`src/sv/fsr_pkg.sv`:
```
// Package for the per-sender sequence reorder unit.
// Holds sizing constants, the result status codes and the sequencer states.
// No dependencies; imported by fifo_sequence_reorder_unit.
package fsr_pkg;

    // Sizing of the sender table and the per-sender slot ring.
    localparam int SENDERS    = 8;
    localparam int WINDOW     = 16;
    localparam int SIDX_W     = $clog2(SENDERS);
    localparam int SLOT_W     = $clog2(WINDOW);
    localparam int HELD_DEPTH = SENDERS * WINDOW;
    localparam int HELD_AW    = $clog2(HELD_DEPTH);
    localparam int NRES_W     = $clog2(WINDOW) + 1;

    // Fixed field widths of the streams.
    localparam int SENDER_W   = 3;
    localparam int SEQ_W      = 16;
    localparam int PAYLOAD_W  = 32;
    localparam int COUNT_W    = 4;
    localparam int TDATA_W    = 56;
    localparam int PADDR_W    = 2;
    localparam int PDATA_W    = 32;

    // Configuration register addresses.
    localparam logic [PADDR_W-1:0] ADDR_SENDER_COUNT = 2'd0;
    localparam logic [COUNT_W-1:0] SENDER_COUNT_RST  = 4'd8;

    // Largest sequence number; a count that reaches it stops advancing.
    localparam logic [SEQ_W-1:0] SEQ_MAX = 16'hFFFF;

    // Result status codes.
    typedef enum logic [2:0] {
        ST_DELIVERED = 3'd0,
        ST_HELD      = 3'd1,
        ST_STALE     = 3'd2,
        ST_BEYOND    = 3'd3,
        ST_DUP       = 3'd4,
        ST_BAD       = 3'd5
    } status_t;

    // Sequencer states.
    typedef enum logic [1:0] {
        S_IDLE  = 2'd0,
        S_EVAL  = 2'd1,
        S_DRAIN = 2'd2
    } state_t;

endpackage

```
`src/sv/fsr_ram.sv`:
```
// Generic single-port-write, single-port-read RAM with registered read data.
// No dependencies; used for the held payload store.
module fsr_ram #(
    parameter int WIDTH = 32,
    parameter int DEPTH = 128
) (
    input  logic                     clk,
    input  logic                     we,
    input  logic [$clog2(DEPTH)-1:0] waddr,
    input  logic [WIDTH-1:0]         wdata,
    input  logic                     re,
    input  logic [$clog2(DEPTH)-1:0] raddr,
    output logic [WIDTH-1:0]         rdata
);

    logic [WIDTH-1:0] mem [DEPTH];

    // Write port and registered read port; read data holds when re is low.
    always_ff @(posedge clk)
    begin
        if (we)
        begin
            mem[waddr] <= wdata;
        end
        if (re)
        begin
            rdata <= mem[raddr];
        end
    end

endmodule

```
`src/sv/fifo_sequence_reorder_unit.sv`:
```
// Per-sender sequence reorder unit: top level. Depends on fsr_pkg and fsr_ram.
// The first result of an item comes from the result register once the item registers
// have captured it and S_EVAL has classified it. A new item is taken only in S_IDLE,
// after any drain of held entries that follows an in-order release; the drain is paced
// by the single result register and the held RAM's one read port, read once per entry.
// Reset (rst_n, asynchronous) clears delivered counts and slot valid bits and
// sets sender_count to 8; the payload RAM is not cleared and no sweep is run.
module fifo_sequence_reorder_unit (
    input  logic                          clk,
    input  logic                          rst_n,
    // Input stream; s_tdata = {pad, payload[31:0], seq_number[15:0], sender[2:0]}
    input  logic                          s_tvalid,
    output logic                          s_tready,
    input  logic [fsr_pkg::TDATA_W-1:0]   s_tdata,
    // Result stream; m_tdata = {pad, out_payload[31:0], out_seq[15:0], out_sender[2:0]}
    output logic                          m_tvalid,
    input  logic                          m_tready,
    output logic [fsr_pkg::TDATA_W-1:0]   m_tdata,
    // m_tuser = status[2:0]
    output logic [2:0]                    m_tuser,
    output logic                          m_tlast,
    // Configuration port
    input  logic                          psel,
    input  logic                          penable,
    input  logic                          pwrite,
    input  logic [fsr_pkg::PADDR_W-1:0]   paddr,
    input  logic [fsr_pkg::PDATA_W-1:0]   pwdata,
    output logic [fsr_pkg::PDATA_W-1:0]   prdata,
    output logic                          pready
);

    import fsr_pkg::*;

    // Control and item registers.
    state_t                 state_reg, state_next;
    logic [SENDER_W-1:0]    snd_reg, snd_next;
    logic [SEQ_W-1:0]       seq_reg, seq_next;
    logic [PAYLOAD_W-1:0]   pay_reg, pay_next;
    logic [SEQ_W-1:0]       cnt_reg, cnt_next;
    logic [NRES_W-1:0]      nres_reg, nres_next;
    logic [COUNT_W-1:0]     sender_count_reg, sender_count_next;
    logic [SEQ_W-1:0]       delivered_reg [SENDERS];
    logic [SEQ_W-1:0]       delivered_next [SENDERS];
    logic [HELD_DEPTH-1:0]  valid_reg, valid_next;

    // Result register.
    logic                   m_tvalid_reg, m_tvalid_next;
    logic [SENDER_W-1:0]    out_sender_reg, out_sender_next;
    logic [SEQ_W-1:0]       out_seq_reg, out_seq_next;
    logic [PAYLOAD_W-1:0]   out_pay_reg, out_pay_next;
    status_t                out_status_reg, out_status_next;
    logic                   out_last_reg, out_last_next;

    // RAM ports.
    logic                   ram_we;
    logic                   ram_re;
    logic [HELD_AW-1:0]     ram_waddr;
    logic [HELD_AW-1:0]     ram_raddr;
    logic [PAYLOAD_W-1:0]   ram_rdata;

    // Classification and drain look-ahead.
    logic [SIDX_W-1:0]      sidx;
    logic [SEQ_W-1:0]       cnt_cur;
    logic [SEQ_W-1:0]       diff;
    logic                   bad_sender;
    logic                   stale;
    logic                   in_order;
    logic                   beyond;
    logic                   dup;
    logic [HELD_AW-1:0]     item_addr;
    logic [SEQ_W-1:0]       chk_seq;
    logic [SEQ_W-1:0]       look_seq;
    logic [NRES_W-1:0]      nres_after;
    logic [HELD_AW-1:0]     look_addr;
    logic                   more;
    logic                   out_free;
    logic                   cfg_write;

    assign s_tready = (state_reg == S_IDLE);
    assign out_free = !m_tvalid_reg || m_tready;

    // Sender screening and sequence classification of the captured item.
    assign sidx       = snd_reg[SIDX_W-1:0];
    assign bad_sender = ({1'b0, snd_reg} >= sender_count_reg) ||
                        (int'(snd_reg) >= SENDERS);
    assign cnt_cur    = delivered_reg[sidx];
    assign diff       = seq_reg - cnt_cur;
    assign stale      = (seq_reg <= cnt_cur);
    assign in_order   = (diff == 16'd1);
    assign beyond     = (diff > SEQ_W'(WINDOW - 1)) && !in_order;
    // WINDOW is a power of two, so the ring slot is the low bits of the number.
    assign item_addr  = {sidx, seq_reg[SLOT_W-1:0]};
    assign dup        = valid_reg[item_addr];

    // Shared look-ahead: is the number after the one being released held?
    assign chk_seq    = (state_reg == S_EVAL) ? seq_reg : (cnt_reg + 16'd1);
    assign nres_after = (state_reg == S_EVAL) ? NRES_W'(1) : (nres_reg + NRES_W'(1));
    assign look_seq   = chk_seq + 16'd1;
    assign look_addr  = {sidx, look_seq[SLOT_W-1:0]};
    assign more       = (chk_seq != SEQ_MAX) && (nres_after < NRES_W'(WINDOW)) &&
                        valid_reg[look_addr];

    // Next state.
    always_comb
    begin
        state_next = state_reg;
        unique case (state_reg)
            S_IDLE:
            begin
                if (s_tvalid)
                begin
                    state_next = S_EVAL;
                end
            end
            S_EVAL:
            begin
                if (out_free)
                begin
                    if (!bad_sender && !stale && in_order && more)
                    begin
                        state_next = S_DRAIN;
                    end
                    else
                    begin
                        state_next = S_IDLE;
                    end
                end
            end
            S_DRAIN:
            begin
                if (out_free && !more)
                begin
                    state_next = S_IDLE;
                end
            end
            default:
            begin
                state_next = S_IDLE;
            end
        endcase
    end

    // Datapath and result generation for each state.
    always_comb
    begin
        snd_next        = snd_reg;
        seq_next        = seq_reg;
        pay_next        = pay_reg;
        cnt_next        = cnt_reg;
        nres_next       = nres_reg;
        delivered_next  = delivered_reg;
        valid_next      = valid_reg;
        m_tvalid_next   = m_tvalid_reg && !m_tready;
        out_sender_next = out_sender_reg;
        out_seq_next    = out_seq_reg;
        out_pay_next    = out_pay_reg;
        out_status_next = out_status_reg;
        out_last_next   = out_last_reg;
        ram_we          = 1'b0;
        ram_re          = 1'b0;
        ram_waddr       = item_addr;
        ram_raddr       = look_addr;

        unique case (state_reg)
            S_IDLE:
            begin
                if (s_tvalid)
                begin
                    snd_next = s_tdata[SENDER_W-1:0];
                    seq_next = s_tdata[SENDER_W +: SEQ_W];
                    pay_next = s_tdata[SENDER_W+SEQ_W +: PAYLOAD_W];
                end
            end
            S_EVAL:
            begin
                if (out_free)
                begin
                    m_tvalid_next   = 1'b1;
                    out_sender_next = snd_reg;
                    out_seq_next    = seq_reg;
                    out_pay_next    = '0;
                    out_last_next   = 1'b1;
                    if (bad_sender)
                    begin
                        out_status_next = ST_BAD;
                    end
                    else if (stale)
                    begin
                        out_status_next = ST_STALE;
                    end
                    else if (beyond)
                    begin
                        out_status_next = ST_BEYOND;
                    end
                    else if (!in_order)
                    begin
                        if (dup)
                        begin
                            out_status_next = ST_DUP;
                        end
                        else
                        begin
                            // Park the payload in the sender's ring.
                            out_status_next       = ST_HELD;
                            ram_we                = 1'b1;
                            valid_next[item_addr] = 1'b1;
                        end
                    end
                    else
                    begin
                        // In-order arrival: release it and start the drain.
                        out_status_next = ST_DELIVERED;
                        out_pay_next    = pay_reg;
                        out_last_next   = !more;
                        cnt_next        = seq_reg;
                        nres_next       = NRES_W'(1);
                        if (more)
                        begin
                            ram_re = 1'b1;
                        end
                        else
                        begin
                            delivered_next[sidx] = seq_reg;
                        end
                    end
                end
            end
            S_DRAIN:
            begin
                if (out_free)
                begin
                    // Release the entry read at the previous release and look one further.
                    m_tvalid_next   = 1'b1;
                    out_sender_next = snd_reg;
                    out_seq_next    = chk_seq;
                    out_pay_next    = ram_rdata;
                    out_status_next = ST_DELIVERED;
                    out_last_next   = !more;
                    valid_next[{sidx, chk_seq[SLOT_W-1:0]}] = 1'b0;
                    cnt_next        = chk_seq;
                    nres_next       = nres_after;
                    if (more)
                    begin
                        ram_re = 1'b1;
                    end
                    else
                    begin
                        delivered_next[sidx] = chk_seq;
                    end
                end
            end
            default:
            begin
            end
        endcase
    end

    // Configuration port: always ready, one register.
    assign pready    = 1'b1;
    assign cfg_write = psel && penable && pwrite && (paddr == ADDR_SENDER_COUNT);
    assign prdata    = (paddr == ADDR_SENDER_COUNT) ?
                       {{(PDATA_W-COUNT_W){1'b0}}, sender_count_reg} : '0;

    always_comb
    begin
        sender_count_next = sender_count_reg;
        if (cfg_write)
        begin
            sender_count_next = pwdata[COUNT_W-1:0];
        end
    end

    // Control state with reset.
    always_ff @(posedge clk or negedge rst_n)
    begin
        if (!rst_n)
        begin
            state_reg        <= S_IDLE;
            m_tvalid_reg     <= 1'b0;
            sender_count_reg <= SENDER_COUNT_RST;
            valid_reg        <= '0;
            for (int i = 0; i < SENDERS; i++)
            begin
                delivered_reg[i] <= '0;
            end
        end
        else
        begin
            state_reg        <= state_next;
            m_tvalid_reg     <= m_tvalid_next;
            sender_count_reg <= sender_count_next;
            valid_reg        <= valid_next;
            delivered_reg    <= delivered_next;
        end
    end

    // Payload registers without reset.
    always_ff @(posedge clk)
    begin
        snd_reg        <= snd_next;
        seq_reg        <= seq_next;
        pay_reg        <= pay_next;
        cnt_reg        <= cnt_next;
        nres_reg       <= nres_next;
        out_sender_reg <= out_sender_next;
        out_seq_reg    <= out_seq_next;
        out_pay_reg    <= out_pay_next;
        out_status_reg <= out_status_next;
        out_last_reg   <= out_last_next;
    end

    // Held payload store.
    fsr_ram #(
        .WIDTH (PAYLOAD_W),
        .DEPTH (HELD_DEPTH)
    ) u_held_ram (
        .clk   (clk),
        .we    (ram_we),
        .waddr (ram_waddr),
        .wdata (pay_reg),
        .re    (ram_re),
        .raddr (ram_raddr),
        .rdata (ram_rdata)
    );

    // Result stream outputs.
    assign m_tvalid = m_tvalid_reg;
    assign m_tdata  = {{(TDATA_W-SENDER_W-SEQ_W-PAYLOAD_W){1'b0}},
                       out_pay_reg, out_seq_reg, out_sender_reg};
    assign m_tuser  = out_status_reg;
    assign m_tlast  = out_last_reg;

endmodule

```
`config.mk`:
```
export PLATFORM = sky130hd
export DESIGN_NAME = fifo_sequence_reorder_unit
export DESIGN_NICKNAME = d
export VERILOG_FILES = /design/src/sv/fsr_pkg.sv /design/src/sv/fsr_ram.sv /design/src/sv/fifo_sequence_reorder_unit.sv
export SDC_FILE = /design/constraint.sdc
export NUM_CORES = 2
export LEC_CHECK = 0
export BUFFER_PORTS_ARGS = -buffer_cell sky130_fd_sc_hd__buf_2
export CAP_MARGIN = 20
export CORE_ASPECT_RATIO = 0.5
export CORE_MARGIN = 3
export CORE_UTILIZATION = 40
export DETAILED_ROUTE_END_ITERATION = 8
export SLEW_MARGIN = 15
export SYNTH_ARGS = -nofsm -noshare
export SYNTH_HDL_FRONTEND = slang
export SYNTH_SLANG_ARGS = --single-unit
```
`constraint.sdc`:
```
create_clock -name clk -period 8.64 [get_ports clk]
set_input_delay 2.592 -clock clk [delete_from_list [all_inputs] [get_ports clk]]
set_output_delay 2.592 -clock clk [all_outputs]
set_load 0.02 [all_outputs]
```
==> impl_metrics.py <==
metrics = {
    "sta": {
        "post-route-min-period_ns": 7.341,
        "post-route-period-util_pct": 84.97,
        "max_freq_mhz": 136.2,
        "maxSlewViolCount": 0,
        "tightest_slew_ns": 1.306,
        "setup_tns_ns": 0,
        "slew_headroom_pct": 12.59,
        "finalSetupViolations": 0,
        "finClkSkew_ns": 0.09294,
        "hold_viol": 0,
        "rsz0062_at_grt": "no",
    },
    "setup_path": {
        "crit_required_ns": 9.25,
        "crit_fanout": 24,
        "r2r_start": "sidx[2]$_DFFE_PP_",
        "r2r_cells": 19,
        "end_kind": "flip-flop",
        "path_depth": 19,
        "path_delay_family": "compound AO/OA/AOI/OAI gates",
        "timing.reg2reg.setup_slack_ns": 1.30,
        "cp-startpoint": "sidx[2]$_DFFE_PP_",
        "cp_slowest_cell": "nor4_2",
        "cp_slowest_stage_delay_ns": 0.70,
        "cp_num_buf_inv": 5,
        "rr_endpoint": "u_held_ram.mem[1][2]$_DFFE_PP_",
        "worst_ep_arrival_time_ns": 7.96,
        "crit_chain": "buf_4 > nor3_2 > buf_4 > a221o_1 > a221oi_1 > ha_1 > a21o_1 > a31oi_1 > o211ai_1 > a21oi_1 > xnor2_1 > a2111oi_2 > nand4_2 > nor4_2 > buf_4 > nand2_2 > buf_4 > nor2_4 > buf_12",
        "worstSetupPathType": "flip-flop to flip-flop",
        "crit_end": "u_held_ram.mem[1][2]$_DFFE_PP_",
        "critPathLaunchType": "flip-flop",
        "crit_top_cell": "buf_4",
    },
    "die": {
        "dieArea_um2": 449800,
        "ios": 192,
        "placementRows": 171,
        "initial_core_util_pct": 40.43,
        "die_h_um": 475.8,
        "die_x_um": 945.5,
        "core_area_um2": 436700,
    },
    "clock_tree": {
        "htreeDepth": 5,
        "root_buffer": "clkbuf_16",
        "postCtsHoldBufs": 0,
        "cts_tree": "built",
        "clk_pin_slew_ns": 0.06,
        "cts_made_buffers": 417,
        "cts.repair.resized": 0,
        "post_cts.repair.setup_buffers": 0,
        "clkLatencyLatePin_ns": 0.98,
        "cts_max_path_buffers": 4,
        "cts_num_sinks": 4518,
    },
    "logic_synthesis": {
        "synthXorXnorAreaFrac_pct": 0.1340,
        "syn_avg_cell_area_um2": 22.52,
        "synthesis.area_um2": 176500,
        "synth_top_family_by_area": "multiplexers",
        "synthMuxAreaShare_pct": 18.82,
        "synthTopCellsByArea": "edfxtp_1 (72%), mux4_2 (18%), dfrtp_1 (3.7%), mux2_2 (0.85%), nand2_1 (0.60%)",
        "yosysTopAreaCellShare_pct": 72.38,
        "yosysSeqAreaShare_pct": 76.11,
        "synthCells": 7839,
        "synth_top_cell_by_area": "edfxtp_1",
        "synthArstFlopShare_pct": 5.821,
        "synth_compound_area_share_pct": 1.578,
        "synth_fa_ha_area_share_pct": 0.1956,
        "netlist_top_cells_count": "edfxtp_1 (4,255), mux4_2 (1,392), nand2_1 (283)",
        "synth_most_common_cell": "edfxtp_1",
        "synth_cell_types": 77,
        "ys_ff_latch": 4518,
        "synth_ff_type": "edfxtp_1",
        "yosys.area_share.simple_pct": 1.934,
        "synth_warnings": 0,
        "synth_edf_count": 4255,
    },
    "placement": {
        "gpl.final_weighted_congestion": 0.8677,
        "hpwl_um": 284600,
        "port_buffers": 124,
        "dpl_cell_area_um2": 187500,
        "dp.cells": 13760,
    },
    "grt": {
        "top_usage_layer": "met2",
        "grtUsageMet1_pct": 32.12,
        "overflow": 0,
        "grt_max_degree": 141,
        "gr-usage-met3_pct": 4.770,
        "grt_first_pass_wirelength_um": 685800,
        "grt_util_all_layers_pct": 21.48,
        "antenna_found_initial": 71,
        "grt_pass1_vias": 86300,
        "met2_usage_pct": 32.37,
    },
    "power": {
        "p_sw_w": 0.02554,
        "power_frac_seq_pct": 35.2,
        "clkPwrFrac_pct": 25.3,
        "vdd_ir_drop_max_uv": 458.9,
        "combPwrFrac_pct": 39.5,
        "swShare_pct": 35.43,
        "power_density_nw_per_um2": 358.8,
        "p_leak_nw": 63.22,
        "p_int_w": 0.04654,
    },
    "final_layout": {
        "fin_area_um2": 200900,
        "largest_register_ffs": 4096,
        "utilization_pct": 46.01,
        "syn_to_final_growth_pct": 13.80,
        "nets": 8423,
        "stdcell_count": 14540,
        "drive_gt1_share_pct": 32.25,
        "fillers": 35870,
    },
    "hold_path": {
        "hp-class": "flip-flop to flip-flop",
    },
    "routing": {
        "firstDrtPassIters": 5,
        "drt_iter0_drc": 13260,
        "drc": 0,
        "viasPerCell": 5.990,
        "via_count": 87110,
        "drtAntennaViolNets": 0,
        "routed_wl_um": 491300,
        "wl_per_cell_um": 33.78,
    },
    "flow_run": {
        "cap_violations": 0,
    },
    "status": {
        "status": "completed",
    },
}
-- metrics by stage --
| step | hold WS (ns) | total power (W) | setup WS (ns) |
|---|---|---|---|
| global route | 0.5061 | 0.07439 | 1.042 |
| CTS | 0.4944 | 0.07231 | 1.380 |
| detailed placement | 0.4802 | 0.05417 | 1.436 |
| floorplan | 0.4244 | 0.04234 | 1.749 |
| finish | 0.4893 | 0.07208 | 1.299 |
| global placement | 0.4696 | 0.05408 | 1.367 |
-- cells in the final DEF, fill, tap and decap left out, drive strengths merged, types with 10 or more instances in the layout --
cell    instances
inv            32
nand2         287
a31oi          97
nor2          248
bufinv         37
ha             26
nand3          82
clkinv        178
clkbuf        524
dfrtp         262
a221oi         23
o21ai          36
nor3           17
and3           21
xnor2          17
nand2b         14
edfxtp       4255
a21oi         192
a22o           12
nand4          23
conb           34
mux4         1392
mux2i          27
buf           488
and2           12
xor2           10
mux2          143
diode          24
a22oi          26
-- final cells by class --
type                            count  area [µm²]  share of cell area, %
Clock buffer                      524       11040                  5.497
Tap cell                         5882        7360                  3.663
Sequential cell                  4518      134400                  66.88
Timing Repair Buffer              488        4484                  2.232
Antenna cell                       24       60.06                0.02989
Clock inverter                    232        2213                  1.102
Multi-Input combinational cell   2850       41290                  20.55
Inverter                           24       96.34                0.04796
-- routing by layer --
metal / wire, µm / up-vias
met4: 13140 / 30
met3: 50450 / 689
met2: 221700 / 4441
met5: 192 / -
li1: - / 34170
met1: 205800 / 47780
-- how the worst min path moves through the flow --
stage	startpoint	endpoint	slack, ns	cells after the start
global route	delivered_reg[22]$_DFFE_PN0P_	delivered_reg[22]$_DFFE_PN0P_	0.51	1
detailed placement	delivered_reg[102]$_DFFE_PN0P_	delivered_reg[102]$_DFFE_PN0P_	0.48	1
floorplan	sidx[0]$_DFFE_PP_	out_sender_reg[0]$_DFFE_PP_	0.42	0
global placement	delivered_reg[106]$_DFFE_PN0P_	delivered_reg[106]$_DFFE_PN0P_	0.47	1
CTS	delivered_reg[106]$_DFFE_PN0P_	delivered_reg[106]$_DFFE_PN0P_	0.49	1
finish	delivered_reg[102]$_DFFE_PN0P_	delivered_reg[102]$_DFFE_PN0P_	0.49	1
-- power groups by stage --
stage	Clock, W	Combinational, W	Sequential [W]
global placement	0	0.0283	0.0258
global route	0.0194	0.0296	0.0254
finish	0.0183	0.0285	0.0253
floorplan	0	0.0160	0.0264
CTS	0.0185	0.0284	0.0253
detailed placement	0	0.0284	0.0258
-- kinds of logic after synthesis --
group                      after synthesis
AOI/OAI and AO/OA                      449
xor gates and xnor gates                27
adders and majority gates               27
buffers and inverters                  503
DFF                                   4518
muxes                                 1562
other                                    2
and+or+nand+nor                        751
Power figures use the tool's default switching activity.
